<file path="config.mk">
export PLATFORM = sky130hd
export DESIGN_NAME = lru_page_cache_directory
export DESIGN_NICKNAME = d
export VERILOG_FILES = /design/src/hw/rtl/lpcd_pkg.sv /design/src/hw/rtl/lpcd_ram.sv /design/src/hw/rtl/lru_page_cache_directory.sv
export SDC_FILE = /design/constraint.sdc
export NUM_CORES = 2
export LEC_CHECK = 0
export ABC_AREA = 1
export BUFFER_PORTS_ARGS = -buffer_cell sky130_fd_sc_hd__clkbuf_2
export CAP_MARGIN = 20
export CORE_MARGIN = 3
export CORE_UTILIZATION = 30
export DETAILED_ROUTE_END_ITERATION = 7
export PLACE_DENSITY_LB_ADDON = 0.3
export SLEW_MARGIN = 10
export SYNTH_ARGS = -nofsm -noshare
export SYNTH_HDL_FRONTEND = slang
export SYNTH_MEMORY_MAX_BITS = 65536
export SYNTH_SLANG_ARGS = --single-unit
</file>
<file path="constraint.sdc">
create_clock -name clk -period 21 [get_ports clk]
set_clock_uncertainty 0.05 [all_clocks]
set_input_delay 1.05 -clock clk [delete_from_list [all_inputs] [get_ports clk]]
set_output_delay 1.05 -clock clk [all_outputs]
set_load 0.01 [all_outputs]
</file>
<file path="src/hw/rtl/lpcd_pkg.sv">
// Package for the page cache directory: sizes, field widths, codes,
// state machine encoding and the result record.
// Used by lru_page_cache_directory and its testbench; depends on nothing.
package lpcd_pkg;

	// Built geometry of the directory.
	localparam int SLOTS      = 64;
	localparam int SLOT_W     = $clog2(SLOTS);
	localparam int CNT_W      = SLOT_W + 1;
	localparam int PAGE_BYTES = 4096;
	localparam int OFF_W      = $clog2(PAGE_BYTES);
	localparam int KEY_BITS   = 64;

	// Fixed widths of the stream and register fields.
	localparam int KEY_FIELD_W = 64;
	localparam int OFF_FIELD_W = 12;
	localparam int ADDR_W      = 18;
	localparam int LIMIT_W     = 7;
	localparam int SLOT_FIELD_W = 6;
	localparam int IN_DATA_W   = 80;
	localparam int OUT_DATA_W  = 96;
	localparam int APB_DATA_W  = 32;
	localparam int APB_ADDR_W  = 3;

	// Reset value of the page limit register.
	localparam logic [LIMIT_W-1:0] LIMIT_RESET = LIMIT_W'(SLOTS);

	// Request kinds carried on tuser.
	localparam logic CMD_READ  = 1'b0;
	localparam logic CMD_WRITE = 1'b1;

	// Register word index (paddr bit 2 selects the word).
	localparam logic REG_PAGE_LIMIT = 1'b0;

	// Request sequencer.
	typedef enum logic [2:0] {
		ST_IDLE,
		ST_SEARCH,
		ST_DECIDE,
		ST_UPDATE,
		ST_DONE
	} state_t;

	// One result beat, laid out so that hit sits in bit 0 of tdata.
	typedef struct packed {
		logic [OUT_DATA_W-KEY_FIELD_W-ADDR_W-SLOT_FIELD_W-4-1:0] pad;
		logic [KEY_FIELD_W-1:0]  evicted_key;
		logic                    evicted;
		logic                    fetch_needed;
		logic [ADDR_W-1:0]       cache_address;
		logic [SLOT_FIELD_W-1:0] slot;
		logic                    slot_valid;
		logic                    hit;
	} res_t;

endpackage

</file>
<file path="src/hw/rtl/lpcd_ram.sv">
// Generic single-write, single-read synchronous RAM with a registered read.
// Used for the slot key and slot age stores; depends on nothing.
module lpcd_ram #(
	parameter int WIDTH = 8,
	parameter int DEPTH = 64
) (
	input  logic                     clk,
	input  logic                     we,
	input  logic [$clog2(DEPTH)-1:0] waddr,
	input  logic [WIDTH-1:0]         wdata,
	input  logic                     re,
	input  logic [$clog2(DEPTH)-1:0] raddr,
	output logic [WIDTH-1:0]         rdata
);

	logic [WIDTH-1:0] mem_q [DEPTH];

	// Write port and registered read port.
	always_ff @(posedge clk) begin
		if (we) begin
			mem_q[waddr] <= wdata;
		end
		if (re) begin
			rdata <= mem_q[raddr];
		end
	end

endmodule

</file>
<file path="src/hw/rtl/lru_page_cache_directory.sv">
// Top level of the fully associative LRU page cache directory.
// Depends on lpcd_pkg and lpcd_ram (slot key store and slot age store).
//
// One request is handled at a time. With N slots in use, one pass of N
// reads through the key and age memories finds the hit slot and the oldest
// slot, then a read-modify-write pass over the age memory renumbers the
// recency ranks. A write miss skips the second pass. The memories have one
// read and one write port each, which sets one slot per cycle in both passes.
// A new request is taken while the previous result still waits on the
// output register. Entries at or above the fill count never reach a result,
// so the memories need no clearing pass after reset.
module lru_page_cache_directory (
	input  logic clk,
	input  logic arst_n,

	// Request stream.
	input  logic                           s_tvalid,
	output logic                           s_tready,
	// tdata: page_key[63:0], byte_offset[75:64], zero fill.
	input  logic [lpcd_pkg::IN_DATA_W-1:0] s_tdata,
	// tuser: cmd.
	input  logic                           s_tuser,

	// Result stream.
	output logic                            m_tvalid,
	input  logic                            m_tready,
	// tdata: hit[0], slot_valid[1], slot[7:2], cache_address[25:8],
	// fetch_needed[26], evicted[27], evicted_key[91:28], zero fill.
	output logic [lpcd_pkg::OUT_DATA_W-1:0] m_tdata,

	// Register port.
	input  logic                            psel,
	input  logic                            penable,
	input  logic                            pwrite,
	input  logic [lpcd_pkg::APB_ADDR_W-1:0] paddr,
	input  logic [lpcd_pkg::APB_DATA_W-1:0] pwdata,
	output logic [lpcd_pkg::APB_DATA_W-1:0] prdata,
	output logic                            pready
);

	localparam int SW = lpcd_pkg::SLOT_W;
	localparam int CW = lpcd_pkg::CNT_W;
	localparam int KW = lpcd_pkg::KEY_BITS;
	localparam int OW = lpcd_pkg::OFF_W;

	lpcd_pkg::state_t state_q, state_d;

	logic [lpcd_pkg::LIMIT_W-1:0] limit_q;
	logic [CW-1:0]                lim_eff;
	logic [CW-1:0]                used_q;

	// Request being worked on.
	logic          cmd_q;
	logic [KW-1:0] key_q;
	logic [OW-1:0] off_q;

	// Scan counter and the read in flight.
	logic [CW-1:0] idx_q;
	logic          pend_s1;
	logic [SW-1:0] pend_idx_s1;

	// Search results.
	logic          found_q;
	logic [SW-1:0] hit_slot_q;
	logic [SW-1:0] hit_age_q;
	logic [SW-1:0] old_slot_q;
	logic [KW-1:0] old_key_q;

	// Recency update parameters.
	logic [SW-1:0] sel_slot_q;
	logic [CW-1:0] old_age_q;
	logic [CW-1:0] span_q;

	lpcd_pkg::res_t res_d;
	lpcd_pkg::res_t res_q;
	lpcd_pkg::res_t out_q;
	logic           m_tvalid_q;

	// Memory ports.
	logic          rd_en;
	logic [SW-1:0] rd_addr;
	logic [KW-1:0] key_rdata;
	logic [SW-1:0] age_rdata;
	logic          key_we;
	logic [SW-1:0] key_waddr;
	logic          age_we;
	logic [SW-1:0] age_wdata;
	logic          alloc;
	logic          rd_miss;
	logic          s_accept;
	logic          out_free;
	logic          cfg_write;

	lpcd_ram #(
		.WIDTH(KW),
		.DEPTH(lpcd_pkg::SLOTS)
	) u_key_ram (
		.clk  (clk),
		.we   (key_we),
		.waddr(key_waddr),
		.wdata(key_q),
		.re   (rd_en),
		.raddr(rd_addr),
		.rdata(key_rdata)
	);

	lpcd_ram #(
		.WIDTH(SW),
		.DEPTH(lpcd_pkg::SLOTS)
	) u_age_ram (
		.clk  (clk),
		.we   (age_we),
		.waddr(pend_idx_s1),
		.wdata(age_wdata),
		.re   (rd_en),
		.raddr(rd_addr),
		.rdata(age_rdata)
	);

	// Register port: always ready, one register at word zero.
	assign pready    = 1'b1;
	assign cfg_write = psel && penable && pwrite;
	assign prdata    = (paddr[2] == lpcd_pkg::REG_PAGE_LIMIT) ?
		lpcd_pkg::APB_DATA_W'(limit_q) : '0;

	// Effective limit: zero acts as one, anything above the depth as the depth.
	always_comb begin
		if (limit_q == '0) begin
			lim_eff = CW'(1);
		end else if (CW'(limit_q) > CW'(lpcd_pkg::SLOTS)) begin
			lim_eff = CW'(lpcd_pkg::SLOTS);
		end else begin
			lim_eff = CW'(limit_q);
		end
	end

	assign s_tready = (state_q == lpcd_pkg::ST_IDLE);
	assign s_accept = s_tvalid && s_tready;
	assign out_free = !m_tvalid_q || m_tready;
	assign rd_miss  = !found_q && (cmd_q == lpcd_pkg::CMD_READ);
	assign alloc    = used_q < lim_eff;
	assign rd_addr  = idx_q[SW-1:0];
	assign key_waddr = alloc ? used_q[SW-1:0] : old_slot_q;

	// New rank: the touched slot becomes zero, younger slots age by one.
	always_comb begin
		if (pend_idx_s1 == sel_slot_q) begin
			age_wdata = '0;
		end else if (CW'(age_rdata) < old_age_q) begin
			age_wdata = age_rdata + SW'(1);
		end else begin
			age_wdata = age_rdata;
		end
	end

	// Result of the request once the search is over.
	always_comb begin
		res_d = '0;
		if (found_q) begin
			res_d.hit           = 1'b1;
			res_d.slot_valid    = 1'b1;
			res_d.slot          = lpcd_pkg::SLOT_FIELD_W'(hit_slot_q);
			res_d.cache_address = lpcd_pkg::ADDR_W'({hit_slot_q, off_q});
		end else if (rd_miss && alloc) begin
			res_d.slot_valid    = 1'b1;
			res_d.fetch_needed  = 1'b1;
			res_d.slot          = lpcd_pkg::SLOT_FIELD_W'(used_q[SW-1:0]);
			res_d.cache_address = lpcd_pkg::ADDR_W'({used_q[SW-1:0], off_q});
		end else if (rd_miss) begin
			res_d.slot_valid    = 1'b1;
			res_d.fetch_needed  = 1'b1;
			res_d.evicted       = 1'b1;
			res_d.evicted_key   = lpcd_pkg::KEY_FIELD_W'(old_key_q);
			res_d.slot          = lpcd_pkg::SLOT_FIELD_W'(old_slot_q);
			res_d.cache_address = lpcd_pkg::ADDR_W'({old_slot_q, off_q});
		end
	end

	// Sequencer next state and memory strobes.
	always_comb begin
		state_d = state_q;
		rd_en   = 1'b0;
		key_we  = 1'b0;
		age_we  = 1'b0;
		case (state_q)
			lpcd_pkg::ST_IDLE: begin
				if (s_tvalid) begin
					state_d = lpcd_pkg::ST_SEARCH;
				end
			end
			lpcd_pkg::ST_SEARCH: begin
				if (idx_q < used_q) begin
					rd_en = 1'b1;
				end else if (!pend_s1) begin
					state_d = lpcd_pkg::ST_DECIDE;
				end
			end
			lpcd_pkg::ST_DECIDE: begin
				key_we  = rd_miss;
				state_d = (found_q || rd_miss) ? lpcd_pkg::ST_UPDATE : lpcd_pkg::ST_DONE;
			end
			lpcd_pkg::ST_UPDATE: begin
				age_we = pend_s1;
				if (idx_q < span_q) begin
					rd_en = 1'b1;
				end else if (!pend_s1) begin
					state_d = lpcd_pkg::ST_DONE;
				end
			end
			lpcd_pkg::ST_DONE: begin
				if (out_free) begin
					state_d = lpcd_pkg::ST_IDLE;
				end
			end
			default: begin
				state_d = lpcd_pkg::ST_IDLE;
			end
		endcase
	end

	// State register.
	always_ff @(posedge clk or negedge arst_n) begin
		if (!arst_n) begin
			state_q <= lpcd_pkg::ST_IDLE;
		end else begin
			state_q <= state_d;
		end
	end

	// Control registers: limit, fill count, scan counter, read pending, found flag, output valid.
	always_ff @(posedge clk or negedge arst_n) begin
		if (!arst_n) begin
			limit_q    <= lpcd_pkg::LIMIT_RESET;
			used_q     <= '0;
			idx_q      <= '0;
			pend_s1    <= 1'b0;
			found_q    <= 1'b0;
			m_tvalid_q <= 1'b0;
		end else begin
			if (cfg_write && paddr[2] == lpcd_pkg::REG_PAGE_LIMIT) begin
				limit_q <= pwdata[lpcd_pkg::LIMIT_W-1:0];
			end
			pend_s1 <= rd_en;
			if (rd_en) begin
				idx_q <= idx_q + CW'(1);
			end
			if (s_accept) begin
				idx_q   <= '0;
				found_q <= 1'b0;
			end
			if (pend_s1 && state_q == lpcd_pkg::ST_SEARCH && !found_q &&
				key_rdata == key_q) begin
				found_q <= 1'b1;
			end
			if (state_q == lpcd_pkg::ST_DECIDE) begin
				idx_q <= '0;
				if (rd_miss && alloc) begin
					used_q <= used_q + CW'(1);
				end
			end
			if (state_q == lpcd_pkg::ST_DONE && out_free) begin
				m_tvalid_q <= 1'b1;
			end else if (m_tready) begin
				m_tvalid_q <= 1'b0;
			end
		end
	end

	// Payload registers: request, search captures, recency update parameters, result.
	always_ff @(posedge clk) begin
		pend_idx_s1 <= rd_addr;
		if (s_accept) begin
			cmd_q <= s_tuser;
			key_q <= s_tdata[KW-1:0];
			off_q <= s_tdata[lpcd_pkg::KEY_FIELD_W +: OW];
		end
		if (pend_s1 && state_q == lpcd_pkg::ST_SEARCH) begin
			if (!found_q && key_rdata == key_q) begin
				hit_slot_q <= pend_idx_s1;
				hit_age_q  <= age_rdata;
			end
			if (age_rdata == SW'(used_q - CW'(1))) begin
				old_slot_q <= pend_idx_s1;
				old_key_q  <= key_rdata;
			end
		end
		if (state_q == lpcd_pkg::ST_DECIDE) begin
			res_q <= res_d;
			if (found_q) begin
				sel_slot_q <= hit_slot_q;
				old_age_q  <= CW'(hit_age_q);
				span_q     <= used_q;
			end else if (rd_miss && alloc) begin
				sel_slot_q <= used_q[SW-1:0];
				old_age_q  <= used_q;
				span_q     <= used_q + CW'(1);
			end else if (rd_miss) begin
				sel_slot_q <= old_slot_q;
				old_age_q  <= used_q - CW'(1);
				span_q     <= used_q;
			end
		end
		if (state_q == lpcd_pkg::ST_DONE && out_free) begin
			out_q <= res_q;
		end
	end

	assign m_tvalid = m_tvalid_q;
	assign m_tdata  = out_q;

	// The fill count never passes the built depth.
	a_used_bound: assert property (@(posedge clk) disable iff (!arst_n)
		used_q <= CW'(lpcd_pkg::SLOTS))
		else $error("fill count above depth");

	// The fill count only ever grows by one slot at a time.
	a_used_step: assert property (@(posedge clk) disable iff (!arst_n)
		(used_q != $past(used_q)) |-> (used_q == $past(used_q) + CW'(1)))
		else $error("fill count jumped");

	// Every rank written back stays inside the set of used slots.
	a_age_range: assert property (@(posedge clk) disable iff (!arst_n)
		age_we |-> (CW'(age_wdata) < span_q))
		else $error("recency rank out of range");

	// A fetch goes with a valid slot and never with a hit.
	a_fetch: assert property (@(posedge clk) disable iff (!arst_n)
		(m_tvalid_q && out_q.fetch_needed) |-> (out_q.slot_valid && !out_q.hit))
		else $error("fetch without a slot or on a hit");

	// An eviction only happens on a read miss that fetches.
	a_evict: assert property (@(posedge clk) disable iff (!arst_n)
		(m_tvalid_q && out_q.evicted) |-> out_q.fetch_needed)
		else $error("eviction without fetch");

endmodule

</file>
# Word level (Yosys, flattened, before mapping)
# Memories as Yosys holds them, arrays and structs flattened. A register that Yosys moved wholly into a read port is not among the register bits.
# Cells that the tools add are included.
[op_classes]
add_sub_neg = 4
n_lt_le_gt_ge = 5
eq_ne = 13
mux = 43
bitwise_logic = 3
reduce_logical = 28
[op_table]
columns = ["operator", "n"]
rows = [
  ["$mux W7", 11],
  ["$eq A64 B64 Y1", 1],
  ["$mux W6", 7],
  ["$mux W27", 1],
  ["$mux W26", 1],
  ["$mux W25", 1],
  ["$lt A7 B7 Y1", 3],
  ["$mux W3", 7],
  ["$pmux W3 S5", 1],
  ["$add A7 B1 Y7 const B", 2],
  ["$mux W1", 13],
  ["$eq A6 B6 Y1", 2],
  ["$ne A2 B2 Y1 const B", 6],
  ["$logic_and A1 B1 Y1", 11],
  ["$reduce_and A2 Y1", 4],
  ["$gt A7 B7 Y1 const B", 1],
  ["$logic_not A7 Y1", 1],
  ["$lt A6 B7 Y1", 1],
  ["$sub A7 B1 Y7 const B", 1],
  ["$add A6 B1 Y6 const B", 1],
  ["$eq A3 B2 Y1 const B", 2],
  ["$reduce_and A6 Y1", 1],
  ["$reduce_bool A3 Y1", 2],
  ["$reduce_bool A2 Y1", 2],
  ["other kinds (9)", 13],
]
[word_totals]
ff_bits = 396
ramBits = 4480
in_bits = 123
out_inout_bits = 131
elab_cells = 131
mem_count = 2
[mem_list]
columns = ["memory", "words", "word_bits", "read_ports", "rd_clocked_by_memory_dff", "wr", "line", "text"]
rows = [
  ["u_key_ram.mem_q", 64, 64, 1, 1, 1, "lpcd_ram.sv:16", "logic [WIDTH-1:0] mem_q [DEPTH];"],
  ["u_age_ram.mem_q", 64, 6, 1, 1, 1, "lpcd_ram.sv:16", ""],
]

# Longest topological paths before layout
[logic_depth]
depth_word = 7
depth_mapped = 15
depth_no_buf = 14

# Cells and area by module
# From an unflattened synthesis, not the netlist that was laid out.
[unflattened]
hier_cells = 16060
hier_area_um2 = 197822.2
[by_module_without_submodules]
columns = ["mod", "n_inst", "cells_per_inst", "area_each_um2", "seq_area_each_um2"]
rows = [
  ["lpcd_ram at u_key_ram", 1, 13405, 165946.7, 124919.8],
  ["lpcd_ram at u_age_ram", 1, 1376, 15990.3, 11711.2],
  ["lru_page_cache_directory", 1, 1279, 15885.2, 11337.1],
]

# Worst setup path before layout
# No wires, ideal clock.
[synth_path]
kind = "reg2reg"
startpoint = "register used_q[0]"
endpoint = "register old_key_q[0], enable pin"
setup_ns = 0.585
arrival_ns = 6.154
setup_slack_ns = 14.211
stages_incl_launch_ff = 8
n_path_buf = 1
path_cell_list = "dfrtp_1 buf_2 inv_1 ha_1 xnor2_1 nor4_1 nand3_1 nor3_1"
[synth_via]
elab_chain_len = 3
[synth_rtl]
columns = ["item", "line", "text"]
rows = [
  ["from (decl)", "lru_page_cache_directory.sv:50", "logic [CW-1:0] used_q;"],
  ["from (signal assigned)", "lru_page_cache_directory.sv:258", "used_q <= used_q + CW'(1);"],
  ["$sub A7 B1 Y7", "n/a", ""],
  ["$eq A6 B6 Y1", "lru_page_cache_directory.sv:282", "if (age_rdata == SW'(used_q - CW'(1))) begin"],
  ["$reduce_and A2 Y1 (no source line)", "n/a", ""],
  ["to (signal assigned)", "lru_page_cache_directory.sv:284", "old_key_q <= key_rdata;"],
  ["to (decl)", "lru_page_cache_directory.sv:67", "logic [KW-1:0] old_key_q;"],
]
# Every way passes these cells.
# A chain may end at the register's enable or synchronous reset.

# Final worst setup path
[layout_path]
startpoint = "register idx_q[0]"
endpoint = "register u_key_ram.rdata[7] (read register of u_key_ram.mem_q), data pin"
[layout_via]
elab_chain_len = 3
[layout_rtl]
columns = ["item", "line", "text"]
rows = [
  ["from (decl)", "lru_page_cache_directory.sv:58", "logic [CW-1:0] idx_q;"],
  ["from (signal assigned)", "lru_page_cache_directory.sv:245", "idx_q <= idx_q + CW'(1);"],
  ["$lt A7 B7 Y1, on equally long branches", "lru_page_cache_directory.sv:204, lru_page_cache_directory.sv:192", ""],
  ["$mux W1, on equally long branches", "lru_page_cache_directory.sv:204, lru_page_cache_directory.sv:192", ""],
  ["$pmux W1 S2", "lru_page_cache_directory.sv:185", "case (state_q)"],
  ["to (decl)", "lpcd_ram.sv:13", "output logic [WIDTH-1:0] rdata"],
]
# Several ways; a longest one is shown, not always the timed one.

==> impl_metrics.env <==
export IMPL_cp_end_kind="flop"
export IMPL_avgSynthCellArea_sq_um=13.75
export IMPL_hold_slack_ps=86.02
export IMPL_seq_area_frac_synth_pct=77.31
export IMPL_yosys_cell_types_count=45
export IMPL_insertion_delay_ps=1100
export IMPL_crit_family="buffers and inverters"
export IMPL_dr_pass1_iters=6
export IMPL_power_density_nw_per_um2=123.9
export IMPL_wl_met3_um=68660
export IMPL_drv_slew=0
export IMPL_clock_sinks=4934
export IMPL_final_cell_area_sq_um=217800
export IMPL_gp_congestion=0.8438
export IMPL_multi_input_area_sq_um=39080
export IMPL_netlist_top_cells_area="edfxtp_1 77%, o21ai_0 6.0%, nor2_1 5.0%, o22ai_1 2.1%, o221ai_1 2.0%"
export IMPL_hold_depth=1
export IMPL_status="complete, no violations"
export IMPL_async_flop_share_pct=0.5472
export IMPL_layout_nets=14120
export IMPL_fillers=61330
export IMPL_final_hold_violation_count=0
export IMPL_syn_inst=13920
export IMPL_ys_ff_latch=4934
export IMPL_synth_top_area_cell="edfxtp_1"
export IMPL_max_freq_mhz=151.7
export IMPL_required_ps=21850
export IMPL_hold_start="s_tdata[59]"
export IMPL_die_w_um=804.7
export IMPL_grtUsageTotal_pct=19.15
export IMPL_path_buf_inv=6
export IMPL_crit_type="flop to flop"
export IMPL_die_area_sq_um=647600
export IMPL_drv_cap=0
export IMPL_wl_met2_um=278500
export IMPL_grt_pass1_wl_um=895800
export IMPL_clockBufferDepth=4
export IMPL_finalPower_mw=26.99
export IMPL_slew_limit_headroom_pct=17.67
export IMPL_cts_resized=0
export IMPL_wire_per_inst_um=28.39
export IMPL_wl_met1_um=280700
export IMPL_finalSetupViolCount=0
export IMPL_synth_edff_count=4901
export IMPL_dp_worst_setup_slack_ps=14590
export IMPL_crit_slowest_cell="buf_4"
export IMPL_hold_buffers=1
export IMPL_p_leak_nw=68.33
export IMPL_crit_chain="inv_8 -> buf_4 -> buf_4 -> buf_4 -> buf_4 -> buf_4 -> o21ai_0 -> o221ai_1 -> nand3_1 -> nand3_1 -> nand3_1 -> nand2_1"
export IMPL_fp_dieH_um=804.7
export IMPL_max_stage_delay_ps=770
export IMPL_start_kind="flop"
export IMPL_synth_top_area_share_pct=76.90
export IMPL_finalCritPeriodShare_pct=31.39
export IMPL_rows=292
export IMPL_worstPathMaxFanout=107
export IMPL_yosysWarnings=0
export IMPL_wl_um=646800
export IMPL_grt_pass1_vias=113400
export IMPL_ios=254
export IMPL_regToRegSetupSlack_ps=14410
export IMPL_worstRegToRegCells=12
export IMPL_hp_class="input pin to flop"
export IMPL_htreeDepth=5
export IMPL_drt_iter0_markers=18250
export IMPL_placed_area_sq_um=202500
export IMPL_cts_root_buf="clkbuf_16"
export IMPL_postCtsSetupBuffers=0
export IMPL_finalSetupTns_ps=0
export IMPL_vias=123100
export IMPL_drive_gt1_share_pct=9.358
export IMPL_core_sq_um=633900
export IMPL_synthToLayoutAreaGrowth_pct=13.79
export IMPL_numCtsBuffers=482
export IMPL_vdd_ir_drop_worst_mv=0.1173
export IMPL_min_to="key_q[59]$_DFFE_PP_"
export IMPL_hpwl_um=341200
export IMPL_rsz0062_at_grt="no"
export IMPL_cts_clk_slew_worst_paths_ps=60
export IMPL_timing_rr_end="u_key_ram.rdata[7]$_DFFE_PP_"
export IMPL_layout_setup_ws_ps=14410
export IMPL_crit_reg2reg_launch="idx_q[0]$_DFFE_PN0P_"
export IMPL_arrival_ps=7440
export IMPL_viasPerCell=5.404
export IMPL_top_layer="met5"
export IMPL_grt_max_degree=202
export IMPL_regArea_sq_um=148000
export IMPL_synth_flop_cell="edfxtp_1"
export IMPL_tightest_slew_ps=1226
export IMPL_antenna_found_initial=78
export IMPL_period_minus_slack_ps=6591
export IMPL_initial_core_util_pct=30.19
export IMPL_port_buffers=192
export IMPL_crit_top_cell="buf_4"
export IMPL_cts_tree="yes"
export IMPL_ant_nets=0
export IMPL_synthesis_area_sq_um=191400
export IMPL_grt_overflow_total=0
export IMPL_drc=0
[synth_stat cells (all sizes together), types with 8 or more instances]
| cell | instances |
|---|---|
| a21oi | 194 |
| buf | 325 |
| clkbuf | 675 |
| dfrtp | 26 |
| edfxtp | 4901 |
| ha | 27 |
| inv | 199 |
| nand2 | 658 |
| nand3 | 543 |
| nand4 | 151 |
| nor2 | 2577 |
| nor3 | 24 |
| nor4 | 8 |
| o211ai | 126 |
| o21ai | 2294 |
| o221ai | 438 |
| o22ai | 643 |
| or2 | 18 |
| xnor2 | 15 |
| xor2 | 38 |
[worst max-delay path by stage]
stage	from	to	slack, ps	cells past startpoint
2_1_floorplan	used_q[0]$_DFFE_PN0P_	old_key_q[0]$_DFFE_PP_	14210	7
3_3_place_gp	idx_q[0]$_DFFE_PN0P_	u_key_ram.rdata[7]$_DFFE_PP_	14630	12
3_5_place_dp	idx_q[0]$_DFFE_PN0P_	u_key_ram.rdata[7]$_DFFE_PP_	14590	12
4_1_cts	idx_q[0]$_DFFE_PN0P_	u_key_ram.rdata[7]$_DFFE_PP_	14640	12
5_1_grt	idx_q[0]$_DFFE_PN0P_	u_key_ram.rdata[7]$_DFFE_PP_	14220	12
6_report	idx_q[0]$_DFFE_PN0P_	u_key_ram.rdata[7]$_DFFE_PP_	14410	12
[sequential cells by signal, summed over array words and instances, names as in the netlist, 6 cells and up]
signal / count
hit_age_q: 6
hit_slot_q: 6
idx_q: 7
key_q: 64
limit_q: 7
m_tdata: 86
off_q: 12
old_age_q: 7
old_key_q: 64
old_slot_q: 6
pend_idx_s1: 6
res_q: 86
sel_slot_q: 6
span_q: 7
u_age_ram.mem_q: 384
u_age_ram.rdata: 6
u_key_ram.mem_q: 4096
u_key_ram.rdata: 64
used_q: 7
[worst register-to-register path, stage by stage, from the launching register on]
cell	delay, ps
dfrtp_4	660
inv_8	530
buf_4	850
buf_4	810
buf_4	760
buf_4	740
buf_4	800
o21ai_0	220
o221ai_1	190
nand3_1	210
nand3_1	160
nand3_1	260
nand2_1	270
[power by group]
group / internal [mW] / switching, mW / leakage [nW]
Sequential: 11.9 / 0.582 / 44.5
Clock: 4.64 / 3.86 / 7.43
Combinational: 1.42 / 4.58 / 16.4
[cell type report]
type                            count  share of cell area, %
Sequential cell                  4934                  67.95
Multi-Input combinational cell   7806                  17.94
Clock buffer                      570                  5.719
Tap cell                         8379                  4.814
Timing Repair Buffer              543                  1.921
Clock inverter                    316                  1.239
Inverter                          203                 0.3775
Antenna cell                       31                0.03562
[placed cells by master (no fill, tap or decap), types with 27 or more instances in the layout]
cell type,synthesis,layout
xor2_1,38,38
clkinv_1,4,131
diode_2,0,31
ha_1,27,27
buf_12,0,41
inv_1,195,190
nand2_1,648,647
nand3_1,542,542
clkbuf_2,0,192
o21ai_0,2287,2287
o221ai_1,438,438
nand4_1,150,150
o22ai_1,643,643
clkbuf_1,675,84
a21oi_1,194,190
o211ai_1,126,126
clkinv_2,0,105
conb_1,2,30
clkbuf_16,0,484
buf_4,50,304
edfxtp_1,4901,4901
nor2_1,2572,2504
nor2_4,0,68
bufinv_16,0,33
[routing by layer]
metal	global-route usage, %	vias to the layer above
li1	-	52580
met1	28.51	62930
met2	28.44	6561
met3	3.781	1023
met4	5.155	14
met5	0	-
[cells by family (layout without fill, tap and decap cells)]
kind of cell | count (synthesis) | count (layout) | share of synthesized area [%]
flip-flops | 4934 | 4934 | 77.31
AND/OR/NAND/NOR | 3987 | 3987 | 8.463
AO/OA/AOI/OAI | 3708 | 3708 | 11.18
buffers and inverters | 1203 | 1632 | 2.620
XOR/XNOR | 53 | 53 | 0.2425
adder cells (fa/ha/maj) | 27 | 27 | 0.1765
other | 2 | 61 | 0.003924
multiplexers | 1 | 1 | 0.005230
[stage by stage]
step           util (%)  cells
6_report          34.36  22780
2_1_floorplan         -  13940
3_3_place_gp      31.92  21850
5_1_grt           34.35  22750
4_1_cts           34.34  22750
3_5_place_dp      31.94  21860
Power figures use the tool's default switching activity.
